### src/rtl/core/packet_buffer_drop_scheduler_top_macros.svh
// ----------------------------------------------------------------------------
// packet_buffer_drop_scheduler_top_macros
// Assertion macros for the packet buffer scheduler RTL.
// ----------------------------------------------------------------------------
`ifndef PACKET_BUFFER_DROP_SCHEDULER_TOP_MACROS_SVH
`define PACKET_BUFFER_DROP_SCHEDULER_TOP_MACROS_SVH

// Same-cycle implication, checked out of reset.
`define PBDS_ASSERT_IMP(lbl, clk, rst_n, ante, cons) \
	lbl: assert property (@(posedge clk) disable iff (!rst_n) (ante) |-> (cons)) \
		else $error("pbds assertion failed: same-cycle implication");

// Next-cycle implication, checked out of reset.
`define PBDS_ASSERT_NXT(lbl, clk, rst_n, ante, cons) \
	lbl: assert property (@(posedge clk) disable iff (!rst_n) (ante) |=> (cons)) \
		else $error("pbds assertion failed: next-cycle implication");

`endif

### src/rtl/core/pbds_pkg.sv
// ----------------------------------------------------------------------------
// pbds_pkg
// Widths, types and constants of the packet buffer drop scheduler.
// ----------------------------------------------------------------------------
package pbds_pkg;

	// Ring depth and derived widths
	localparam int BUF_DEPTH = 64;
	localparam int IDX_W     = (BUF_DEPTH > 1) ? $clog2(BUF_DEPTH) : 1;
	localparam int CNT_W     = $clog2(BUF_DEPTH + 1);

	// Field widths
	localparam int ARR_W = 32;
	localparam int PT_W  = 20;
	localparam int TS_W  = 48;
	localparam int CAP_W = 7;

	typedef logic [IDX_W-1:0] idx_t;
	typedef logic [CNT_W-1:0] cnt_t;
	typedef logic [CNT_W:0]   cntx_t;
	typedef logic [ARR_W-1:0] arr_t;
	typedef logic [PT_W-1:0]  pt_t;
	typedef logic [TS_W-1:0]  ts_t;
	typedef logic [TS_W:0]    tsx_t;
	typedef logic [CAP_W-1:0] cap_t;

	localparam cap_t CAP_RESET = 7'd64;

	// Sequencer states
	typedef enum logic [1:0] {
		ST_IDLE  = 2'b01,
		ST_CHECK = 2'b10
	} state_t;

	// Result handed from the sequencer to the output register
	typedef struct packed {
		logic valid;
		logic dropped;
		ts_t  service_start;
	} result_t;

endpackage

### src/rtl/core/pbds_ram.sv
// ----------------------------------------------------------------------------
// pbds_ram
// Generic simple dual-port RAM, one write and one registered read port.
// ----------------------------------------------------------------------------
module pbds_ram #(
	parameter int WIDTH = 8,
	parameter int DEPTH = 16
) (
	input  logic                                       clk,
	input  logic                                       we,
	input  logic [((DEPTH > 1) ? $clog2(DEPTH) : 1)-1:0] waddr,
	input  logic [WIDTH-1:0]                           wdata,
	input  logic [((DEPTH > 1) ? $clog2(DEPTH) : 1)-1:0] raddr,
	output logic [WIDTH-1:0]                           rdata
);

	logic [WIDTH-1:0] mem [DEPTH];

	// Write port
	always_ff @(posedge clk) begin
		if (we) begin
			mem[waddr] <= wdata;
		end
	end

	// Registered read port
	always_ff @(posedge clk) begin
		rdata <= mem[raddr];
	end

endmodule

### src/rtl/core/pbds_ctrl.sv
// ----------------------------------------------------------------------------
// pbds_ctrl
// Ring sequencer: retires finished entries from the head of the finish-time
// ring one per cycle, then drops or appends the current packet.
// ----------------------------------------------------------------------------
`include "packet_buffer_drop_scheduler_top_macros.svh"

module pbds_ctrl (
	input  logic              clk,
	input  logic              arst_n,
	input  logic              in_valid,
	output logic              in_ready,
	input  pbds_pkg::arr_t    pkt_arrival,
	input  pbds_pkg::pt_t     pkt_duration,
	input  pbds_pkg::cnt_t    cap,
	input  logic              res_ready,
	output pbds_pkg::result_t res
);

	pbds_pkg::state_t state_q;
	pbds_pkg::idx_t   head_q;
	pbds_pkg::cnt_t   count_q;
	pbds_pkg::ts_t    last_q;
	pbds_pkg::arr_t   arrival_q;
	pbds_pkg::pt_t    ptime_q;

	pbds_pkg::idx_t   head_inc;
	pbds_pkg::idx_t   raddr;
	pbds_pkg::idx_t   tail;
	pbds_pkg::cntx_t  tail_sum;
	pbds_pkg::ts_t    head_finish;
	pbds_pkg::ts_t    start;
	pbds_pkg::tsx_t   finish_sum;
	pbds_pkg::ts_t    finish;
	logic             in_fire;
	logic             pop;
	logic             decide;
	logic             full;
	logic             push;

	assign in_ready = (state_q == pbds_pkg::ST_IDLE);
	assign in_fire  = in_valid && in_ready;

	// Head pointer advance with wrap
	assign head_inc = (head_q == pbds_pkg::idx_t'(pbds_pkg::BUF_DEPTH - 1)) ?
		'0 : head_q + pbds_pkg::idx_t'(1);

	// Retire while the head entry has finished by the arrival
	assign pop = (state_q == pbds_pkg::ST_CHECK) && (count_q != '0) &&
		(head_finish <= pbds_pkg::ts_t'(arrival_q));
	assign decide = (state_q == pbds_pkg::ST_CHECK) && !pop && res_ready;
	assign full   = (count_q >= cap);
	assign push   = decide && !full;

	// Read the next head early when popping so its data lands next cycle
	assign raddr = pop ? head_inc : head_q;

	// Tail slot for the append
	assign tail_sum = pbds_pkg::cntx_t'(head_q) + pbds_pkg::cntx_t'(count_q);
	assign tail = (tail_sum >= pbds_pkg::cntx_t'(pbds_pkg::BUF_DEPTH)) ?
		pbds_pkg::idx_t'(tail_sum - pbds_pkg::cntx_t'(pbds_pkg::BUF_DEPTH)) :
		pbds_pkg::idx_t'(tail_sum);

	// Start time and saturating finish time
	assign start = (pbds_pkg::ts_t'(arrival_q) > last_q) ?
		pbds_pkg::ts_t'(arrival_q) : last_q;
	assign finish_sum = pbds_pkg::tsx_t'(start) + pbds_pkg::tsx_t'(ptime_q);
	assign finish = finish_sum[pbds_pkg::TS_W] ? '1 : finish_sum[pbds_pkg::TS_W-1:0];

	pbds_ram #(
		.WIDTH(pbds_pkg::TS_W),
		.DEPTH(pbds_pkg::BUF_DEPTH)
	) u_ring (
		.clk   (clk),
		.we    (push),
		.waddr (tail),
		.wdata (finish),
		.raddr (raddr),
		.rdata (head_finish)
	);

	// Sequencer and ring bookkeeping
	always_ff @(posedge clk or negedge arst_n) begin
		if (!arst_n) begin
			state_q <= pbds_pkg::ST_IDLE;
			head_q  <= '0;
			count_q <= '0;
			last_q  <= '0;
		end else begin
			case (state_q)
				pbds_pkg::ST_IDLE: begin
					if (in_fire) begin
						state_q <= pbds_pkg::ST_CHECK;
					end
				end
				pbds_pkg::ST_CHECK: begin
					if (pop) begin
						head_q  <= head_inc;
						count_q <= count_q - pbds_pkg::cnt_t'(1);
					end else if (decide) begin
						state_q <= pbds_pkg::ST_IDLE;
						if (!full) begin
							count_q <= count_q + pbds_pkg::cnt_t'(1);
							last_q  <= finish;
						end
					end
				end
				default: begin
					state_q <= pbds_pkg::ST_IDLE;
				end
			endcase
		end
	end

	// Packet capture
	always_ff @(posedge clk) begin
		if (in_fire) begin
			arrival_q <= pkt_arrival;
			ptime_q   <= pkt_duration;
		end
	end

	// Result to output register
	always_comb begin
		res.valid         = decide;
		res.dropped       = full;
		res.service_start = full ? '0 : start;
	end

	`PBDS_ASSERT_IMP(a_count_bound, clk, arst_n, 1'b1,
		count_q <= pbds_pkg::cnt_t'(pbds_pkg::BUF_DEPTH))
	`PBDS_ASSERT_IMP(a_no_pop_empty, clk, arst_n, pop, count_q != '0)
	`PBDS_ASSERT_NXT(a_push_counts, clk, arst_n, push,
		count_q == $past(count_q) + pbds_pkg::cnt_t'(1))
	`PBDS_ASSERT_IMP(a_drop_only_full, clk, arst_n, res.valid && res.dropped,
		count_q >= cap)

endmodule

### src/rtl/core/packet_buffer_drop_scheduler_top.sv
// Result: an accepted packet moves the sequencer to its check state, which retires
// finished entries, then registers the decision once the output register is free.
// A new packet is taken only while idle; the ring memory's single registered read
// port sets the pop rate. Reset: arst_n clears ring head, count, last finish time
// and output valid; cap_q returns to 64. Ring contents are not cleared (no sweep).
// ----------------------------------------------------------------------------
// packet_buffer_drop_scheduler_top
// Bounded FIFO packet buffer feeding one processor: drops packets that find
// the buffer full, otherwise reports each packet's start of service.
// ----------------------------------------------------------------------------
module packet_buffer_drop_scheduler_top (
	input  logic           clk,
	input  logic           arst_n,
	input  logic           in_valid,
	output logic           in_ready,
	input  pbds_pkg::arr_t pkt_arrival,
	input  pbds_pkg::pt_t  pkt_duration,
	output logic           out_valid,
	input  logic           out_ready,
	output logic           dropped,
	output pbds_pkg::ts_t  service_start,
	input  logic           cfg_valid,
	output logic           cfg_ready,
	input  pbds_pkg::cap_t buffer_capacity
);

	pbds_pkg::cap_t    cap_q;
	pbds_pkg::cnt_t    cap_eff;
	pbds_pkg::result_t res;
	logic              res_ready;
	logic              out_valid_q;
	logic              dropped_q;
	pbds_pkg::ts_t     start_q;

	// Capacity register
	assign cfg_ready = 1'b1;

	always_ff @(posedge clk or negedge arst_n) begin
		if (!arst_n) begin
			cap_q <= pbds_pkg::CAP_RESET;
		end else if (cfg_valid) begin
			cap_q <= buffer_capacity;
		end
	end

	// Clamp capacity to ring depth
	assign cap_eff = (int'(cap_q) > pbds_pkg::BUF_DEPTH) ?
		pbds_pkg::cnt_t'(pbds_pkg::BUF_DEPTH) : pbds_pkg::cnt_t'(cap_q);

	pbds_ctrl u_ctrl (
		.clk          (clk),
		.arst_n       (arst_n),
		.in_valid     (in_valid),
		.in_ready     (in_ready),
		.pkt_arrival  (pkt_arrival),
		.pkt_duration (pkt_duration),
		.cap          (cap_eff),
		.res_ready    (res_ready),
		.res          (res)
	);

	// Output register
	assign res_ready = !out_valid_q || out_ready;

	always_ff @(posedge clk or negedge arst_n) begin
		if (!arst_n) begin
			out_valid_q <= 1'b0;
		end else if (res.valid) begin
			out_valid_q <= 1'b1;
		end else if (out_ready) begin
			out_valid_q <= 1'b0;
		end
	end

	always_ff @(posedge clk) begin
		if (res.valid) begin
			dropped_q <= res.dropped;
			start_q   <= res.service_start;
		end
	end

	assign out_valid     = out_valid_q;
	assign dropped       = dropped_q;
	assign service_start = start_q;

endmodule

### config.mk
export PLATFORM = sky130hd
export DESIGN_NAME = packet_buffer_drop_scheduler_top
export DESIGN_NICKNAME = d
export VERILOG_FILES = /design/src/rtl/core/pbds_pkg.sv /design/src/rtl/core/pbds_ram.sv /design/src/rtl/core/pbds_ctrl.sv /design/src/rtl/core/packet_buffer_drop_scheduler_top.sv
export VERILOG_INCLUDE_DIRS = /design/src /design/src/rtl/core
export SDC_FILE = /design/constraint.sdc
export NUM_CORES = 2
export LEC_CHECK = 0
export BUFFER_PORTS_ARGS = -buffer_cell sky130_fd_sc_hd__buf_2
export CAP_MARGIN = 20
export CORE_UTILIZATION = 52
export DETAILED_ROUTE_END_ITERATION = 7
export HOLD_SLACK_MARGIN = 0.03
export PLACE_DENSITY = 0.8
export SYNTH_ARGS = -nofsm -noshare
export SYNTH_HDL_FRONTEND = slang
export SYNTH_HIERARCHICAL = 1
export SYNTH_SLANG_ARGS = --single-unit
### constraint.sdc
create_clock -name clk -period 10.2 [get_ports clk]
set_input_delay 1.02 -clock clk [delete_from_list [all_inputs] [get_ports clk]]
set_output_delay 1.02 -clock clk [all_outputs]
set_load 0.02 [all_outputs]
Word level (Yosys, flattened, before mapping):

Memory sizes are Yosys's and may differ from the RTL's. A register that Yosys moved wholly into a read port is not among the register bits.
Index checks and enable logic that the tools add are counted.

* magnitude comparators: 5
* equality and inequality tests: 7
* bitwise gates (word level): 2
* muxes and demuxes: 17
* reduce and logical (&&, ||, !) cells: 16
* add/sub/neg operators: 6

Operator list (count)
* $mux W48: 2
* $add A48 B20 Y49: 1
* $gt A32 B48 Y1: 1
* $le A48 B32 Y1: 1
* $mux W7: 4
* $mux W6: 3
* $add A6 B7 Y8: 1
* $ge A8 B7 Y1 const B: 1
* $add A7 B1 Y7 const B: 1
* $ge A7 B7 Y1: 1
* $gt A7 B7 Y1 const B: 1
* $reduce_bool A7 Y1: 1
* $sub A7 B1 Y7 const B: 1
* $add A6 B1 Y6 const B: 1
* $eq A6 B6 Y1 const B: 1
* $logic_and A1 B1 Y1: 6
* $mux W2: 3
* $reduce_and A3 Y1: 2
* $sub A6 B1 Y6 const B: 1
* $mux W1: 4
* $ne A2 B1 Y1 const B: 2
* $ne A2 B2 Y1 const B: 2
* $pmux W2 S2: 1
* $reduce_and A4 Y1: 1
* other kinds (6): 10

* bits in registers: 172
* output and inout bits: 52
* memories: 1
* bits of input ports: 64
* word-level logic and storage cells: 64
* memory bits (writable): 3072

Memory list
* u_ctrl.u_ring.mem: depth 64, width 48, read ports 1, clocked after memory_dff 1, write ports 1, RTL line pbds_ram.sv:17 `logic [WIDTH-1:0] mem [DEPTH];`

Depth between registers and ports, before layout:

* depth in word-level cells: 9
* depth in mapped cells: 26
* mapped depth without buffers: 21

By module:

The synthesis kept the hierarchy.

Modules (own cells, without submodules)
* pbds_ram: area each 117117.3 um2, times used 1, cells an instance 4970
* pbds_ctrl: area each 9327.7 um2, times used 1, cells an instance 1079
* packet_buffer_drop_scheduler_top: area each 1854.3 um2, times used 1, cells an instance 76

Worst setup path after synthesis:

OpenSTA, ideal clock, no wires.

* path kind: register -> register
* start: reg u_ctrl.arrival_q[27]
* end: mem u_ctrl/u_ring/mem[0][47] (netlist name) (data pin)
* data arrival time: 7.434 ns
* data required time: 9.477 ns
* cell stages (with the launch flop): 25
* period minus slack after synthesis: 8.158 ns
* path slack: 2.042 ns
* path buffers: 4
* cells stage by stage: edfxtp_1 -> ha_1 -> nand4_1 -> nor4_1 -> and2_1 -> nor2_2 -> a22oi_1 -> buf_2 -> buf_2 -> clkbuf_1 -> nand2_1 -> o21ai_0 -> ha_1 -> inv_1 -> fa_1 -> nor2b_1 -> o31a_1 -> o211a_1 -> a211oi_1 -> o31a_1 -> o21ai_0 -> nand3_1 -> buf_2 -> nand4_1 -> a21boi_0

* longest elaborated chain between the ends: 4

RTL lines
* start, declared: RTL line pbds_ctrl.sv:24 `pbds_pkg::arr_t arrival_q;`
* start signal, assigned: RTL line pbds_ctrl.sv:118 `arrival_q <= pkt_arrival;`
* $gt A32 B48 Y1: RTL line pbds_ctrl.sv:65 `assign start = (pbds_pkg::ts_t'(arrival_q) > last_q) ?`
* $mux W48 (*): RTL line pbds_ctrl.sv:65
* $add A48 B20 Y49 (*): RTL line pbds_ctrl.sv:67 `assign finish_sum = pbds_pkg::tsx_t'(start) + pbds_pkg::tsx_t'(ptime_q);`
* $mux W48 (*): RTL line pbds_ctrl.sv:68 `assign finish = finish_sum[pbds_pkg::TS_W] ? '1 : finish_sum[pbds_pkg::TS_W-1:0];`
* net u_ctrl.finish[47]: RTL line pbds_ctrl.sv:34 `pbds_pkg::ts_t finish;`
* end, declared: RTL line pbds_ram.sv:17

The timed path passes the listed nets; every way through them passes the cells marked *.

Worst setup path in the final report:

* start: reg u_ctrl.last_q[31]
* end: mem u_ctrl/u_ring/mem[43][28] (netlist name) (data pin)

* longest elaborated chain between the ends: 4

RTL lines
* start, declared: RTL line pbds_ctrl.sv:23 `pbds_pkg::ts_t last_q;`
* start signal, assigned: RTL line pbds_ctrl.sv:104 `last_q <= finish;`
* $gt A32 B48 Y1: RTL line pbds_ctrl.sv:65
* $mux W48 (*): RTL line pbds_ctrl.sv:65
* $add A48 B20 Y49 (*): RTL line pbds_ctrl.sv:67
* $mux W48 (*): RTL line pbds_ctrl.sv:68
* net u_ctrl.finish[28]: RTL line pbds_ctrl.sv:34

Marks and branches as above.

==> metrics <==
run status finished, violations left; buffers inserted during post-CTS setup optimization 0; number of DRC violations after detailed routing 1; All-Layer GR Usage 31.2%; Syn Nets 6294; Clock Tree Root sky130_fd_sc_hd__clkbuf_16; IO buf count 114; vias 71039; delay contributed by the slowest stage of the critical path 0.98 ns; Worst Setup Slack, final 1.85 ns; width of the die 499 um; NumNets Final 6631; power density over the cells 222 nW/um^2; number of instances in the synthesized netlist 6125; synthesis-to-finish area growth 12.6%; clk_skew 0.0622 ns; final sum of negative setup slack 0 ns; utilization after layout 59.1%; time the worst path needs with I/O delays and setup 8.35 ns; number of buffers on the longest clock path 4; Slew Limit Fails 0; wire length per cell 39.7 um; CTS tree yes; cells along the critical path inv_1 > ha_1 > nand4_1 > nor4_1 > nor3b_1 > a22oi_2 > buf_4 > o21ai_0 > ha_1 > inv_1 > fa_1 > nor2b_1 > o31a_1 > o211a_1 > a211oi_1 > o31a_1 > o21ai_0 > nand3_4 > buf_4 > nand2_2; post-synth cell types 80; remaining global-route overflow 0; cell class contributing the biggest share of worst-path delay simple AND/OR/NAND/NOR gates; max capacitance violation total 0; worst skew pair latency 0.98 ns; Slew headroom 13.3%; Detail Route Antenna Nets 0; wire length of the first global-routing pass 539000 um; iteration-0 DRC count of the detailed router 13738; Yosys warning count 6; achievable clock frequency 0.120 GHz; dpl ws 1.98 ns; Pre-antenna DRT Iters 8; standard-cell rows 181; critical-path cell with the highest stage delay sky130_fd_sc_hd__nand2_2; Setup crit end kind flip-flop; critical path buffer and inverter count 4; die outline area 249000 um^2; post-CTS clock slew at the launch and capture registers of the worst setup and hold paths 0.06 ns; path type of the worst setup path flip-flop to flip-flop; overall routed net length 393000 um; number of synthesized register bits 3292; kind of path behind the tightest hold check primary input to flip-flop; count of hold-fix buffers inserted at cts 1; Arr. time, crit path 8.96 ns; ratio of cells with drive above 1 in the final layout 25.8%; Avg Vias per Cell 7.17; final setup violation count 0; total power draw 32.1 mW; share of the clock period used by the worst path 81.8%; Placeable Area 244000 um^2; Routability Congestion 0.901; number of global-route vias before repair 71104; reported leakage power 41.6 nW; leading register cell type out of synthesis sky130_fd_sc_hd__edfxtp_1; number of instances resized during post-cts repair 0; Worst setup SP type flip-flop; data required time at the worst endpoint 10.81 ns; ys async rst share 2.16%; number of levels in the clock H-tree 5; Hold Violations, Final 0; number of enable flip-flop cells after synthesis 3173; Hold Slack 0.219 ns; Starting Density 52.5%; die height 499 um; slew at the pin closest to its max-slew limit 1.30 ns; maximum fanout along the worst path 64; number of clock buffers inserted by TritonCTS 328; violations in the final reports design-rule violations; pin count of the biggest net entering global routing 101; Clock Sinks 3292; setup repair after global routing missed its margin false; Post-Synthesis Cell Area 128000 um^2; average cell area after synthesis 20.9 um^2; IR Drop Worst-Case VDD 0.215 mV; I/O pin total 116; antenna violations before repair 19; Seq/Total Area, Yosys 76.4%; HPWL Detailed 202000 um
## synthesized netlist by cell type (all sizes together), types with 38 or more instances
| cell | n | area share, % |
|---|---|---|
| dfrtp | 69 | 1.3 |
| and2 | 40 | 0.20 |
| clkbuf | 119 | 0.35 |
| nand2 | 185 | 0.55 |
| nor2 | 205 | 0.60 |
| a221oi | 85 | 0.58 |
| o22ai | 129 | 0.63 |
| a21oi | 142 | 0.55 |
| a211oi | 38 | 0.22 |
| a22oi | 79 | 0.47 |
| nand3 | 45 | 0.18 |
| a22o | 59 | 0.40 |
| edfxtp | 3173 | 74 |
| buf | 207 | 0.99 |
| inv | 95 | 0.28 |
| mux2i | 75 | 0.59 |
| dfxtp | 48 | 0.75 |
| ha | 102 | 0.99 |
| xnor2 | 41 | 0.28 |
| mux4 | 754 | 13 |
| o21ai | 58 | 0.23 |
## worst paths after layout
path,cells past startpoint,start,end,slack [ns]
hold reg to reg,1,u_ctrl/count_q[6]$_DFFE_PN0P_,u_ctrl/count_q[6]$_DFFE_PN0P_,0.51
max in group asynchronous,3,arst_n,cap_q[0]$_DFFE_PN0P_,8.62
hold / removal,1,pkt_duration[18],u_ctrl/ptime_q[18]$_DFFE_PP_,0.22
min in group asynchronous,2,arst_n,u_ctrl/last_q[8]$_DFFE_PN0P_,0.42
setup / recovery,20,u_ctrl/last_q[31]$_DFFE_PN0P_,u_ctrl/u_ring/mem[43][28]$_DFFE_PP_,1.85
setup reg to reg,20,u_ctrl/last_q[31]$_DFFE_PN0P_,u_ctrl/u_ring/mem[43][28]$_DFFE_PP_,1.85
## worst reg2reg max path, stage by stage, from the launching register on
cell                       delay, ns
sky130_fd_sc_hd__dfrtp_1        0.46
sky130_fd_sc_hd__inv_1          0.11
sky130_fd_sc_hd__ha_1           0.32
sky130_fd_sc_hd__nand4_1        0.20
sky130_fd_sc_hd__nor4_1         0.49
sky130_fd_sc_hd__nor3b_1        0.39
sky130_fd_sc_hd__a22oi_2        0.13
sky130_fd_sc_hd__buf_4          0.25
sky130_fd_sc_hd__o21ai_0        0.41
sky130_fd_sc_hd__ha_1           0.29
sky130_fd_sc_hd__inv_1          0.07
sky130_fd_sc_hd__fa_1           0.41
sky130_fd_sc_hd__nor2b_1        0.18
sky130_fd_sc_hd__o31a_1         0.21
sky130_fd_sc_hd__o211a_1        0.24
sky130_fd_sc_hd__a211oi_1       0.13
sky130_fd_sc_hd__o31a_1         0.34
sky130_fd_sc_hd__o21ai_0        0.83
sky130_fd_sc_hd__nand3_4        0.78
sky130_fd_sc_hd__buf_4          0.63
sky130_fd_sc_hd__nand2_2        1.07
## stage by stage
stage,instances,cell area [um^2]
after detailed placement,9299,134000
after global placement,9292,133000
after CTS,9859,144000
after global routing,9896,144000
after floorplan,6125,128000
final,9906,144000
## metal layers
layer	global-route usage, %	vias up	wire [um]
li1	-	26306	-
met1	38.3	35652	121000
met2	48.1	7457	180000
met3	10.1	1610	62800
met4	19.3	14	29100
met5	0.424	-	178
## state kept, by name, summed over array words and instances (netlist names)
name                 count
u_ctrl/head_q            6
u_ctrl/u_ring/rdata     48
cap_q                    7
u_ctrl/count_q           7
service_start           48
u_ctrl/ptime_q          20
u_ctrl/state_q           2
u_ctrl/last_q           48
u_ctrl/u_ring/mem     3072
out_valid                1
dropped                  1
u_ctrl/arrival_q        32
## report_power, final
part / internal (mW) / total (mW) / switching [mW]
Combinational: 0.674 / 3.47 / 2.79
Clock: 6.74 / 11.8 / 5.11
Sequential: 16.7 / 16.8 / 0.0696
## cell usage in the layout (no fill, tap or decap), types with 14 or more instances in the layout
cell type,count
sky130_fd_sc_hd__dfxtp_1,48
sky130_fd_sc_hd__a22oi_1,76
sky130_fd_sc_hd__o21ai_0,56
sky130_fd_sc_hd__clkinv_2,55
sky130_fd_sc_hd__edfxtp_1,3173
sky130_fd_sc_hd__mux2i_1,75
sky130_fd_sc_hd__clkinv_1,64
sky130_fd_sc_hd__xnor2_1,38
sky130_fd_sc_hd__and2_1,38
sky130_fd_sc_hd__a21oi_1,142
sky130_fd_sc_hd__nand2_1,141
sky130_fd_sc_hd__dfrtp_1,69
sky130_fd_sc_hd__o22ai_1,129
sky130_fd_sc_hd__nand3_1,43
sky130_fd_sc_hd__o221ai_1,29
sky130_fd_sc_hd__nand2b_1,15
sky130_fd_sc_hd__bufinv_16,28
sky130_fd_sc_hd__buf_12,49
sky130_fd_sc_hd__nand4_1,27
sky130_fd_sc_hd__a211oi_1,38
sky130_fd_sc_hd__nor4_1,15
sky130_fd_sc_hd__mux4_2,754
sky130_fd_sc_hd__a31oi_1,25
sky130_fd_sc_hd__nand2_2,42
sky130_fd_sc_hd__nor2_4,65
sky130_fd_sc_hd__nor2b_1,32
sky130_fd_sc_hd__nor2_1,139
sky130_fd_sc_hd__nor3_1,14
sky130_fd_sc_hd__clkbuf_1,52
sky130_fd_sc_hd__clkbuf_16,332
sky130_fd_sc_hd__a221oi_1,85
sky130_fd_sc_hd__buf_4,166
sky130_fd_sc_hd__a21o_1,18
sky130_fd_sc_hd__a22o_1,58
sky130_fd_sc_hd__inv_1,94
sky130_fd_sc_hd__buf_2,113
sky130_fd_sc_hd__mux2_2,28
sky130_fd_sc_hd__ha_1,102
## layout make-up
cell class                 count  area [um^2]
antenna                       13         32.5
inverter                      95          357
tap                         3202         4010
fill                       15757        99900
timing repair buffer         333         2890
multi-input combinational   2412        29000
sequential                  3292        98000
clock inverter               162         1480
clock buffer                 397         8680
## cell families after synthesis
group,count (synthesis),synth area share (%)
flip-flops,3292,76.4
multiplexers,866,14.2
AO/OA/AOI/OAI,739,4.01
AND/OR/NAND/NOR,646,2.39
buffers and inverters,421,1.61
adder cells (fa/ha/maj),105,1.04
XOR/XNOR,55,0.375
other,1,0.00292
(Power assumes the default switching activity.)
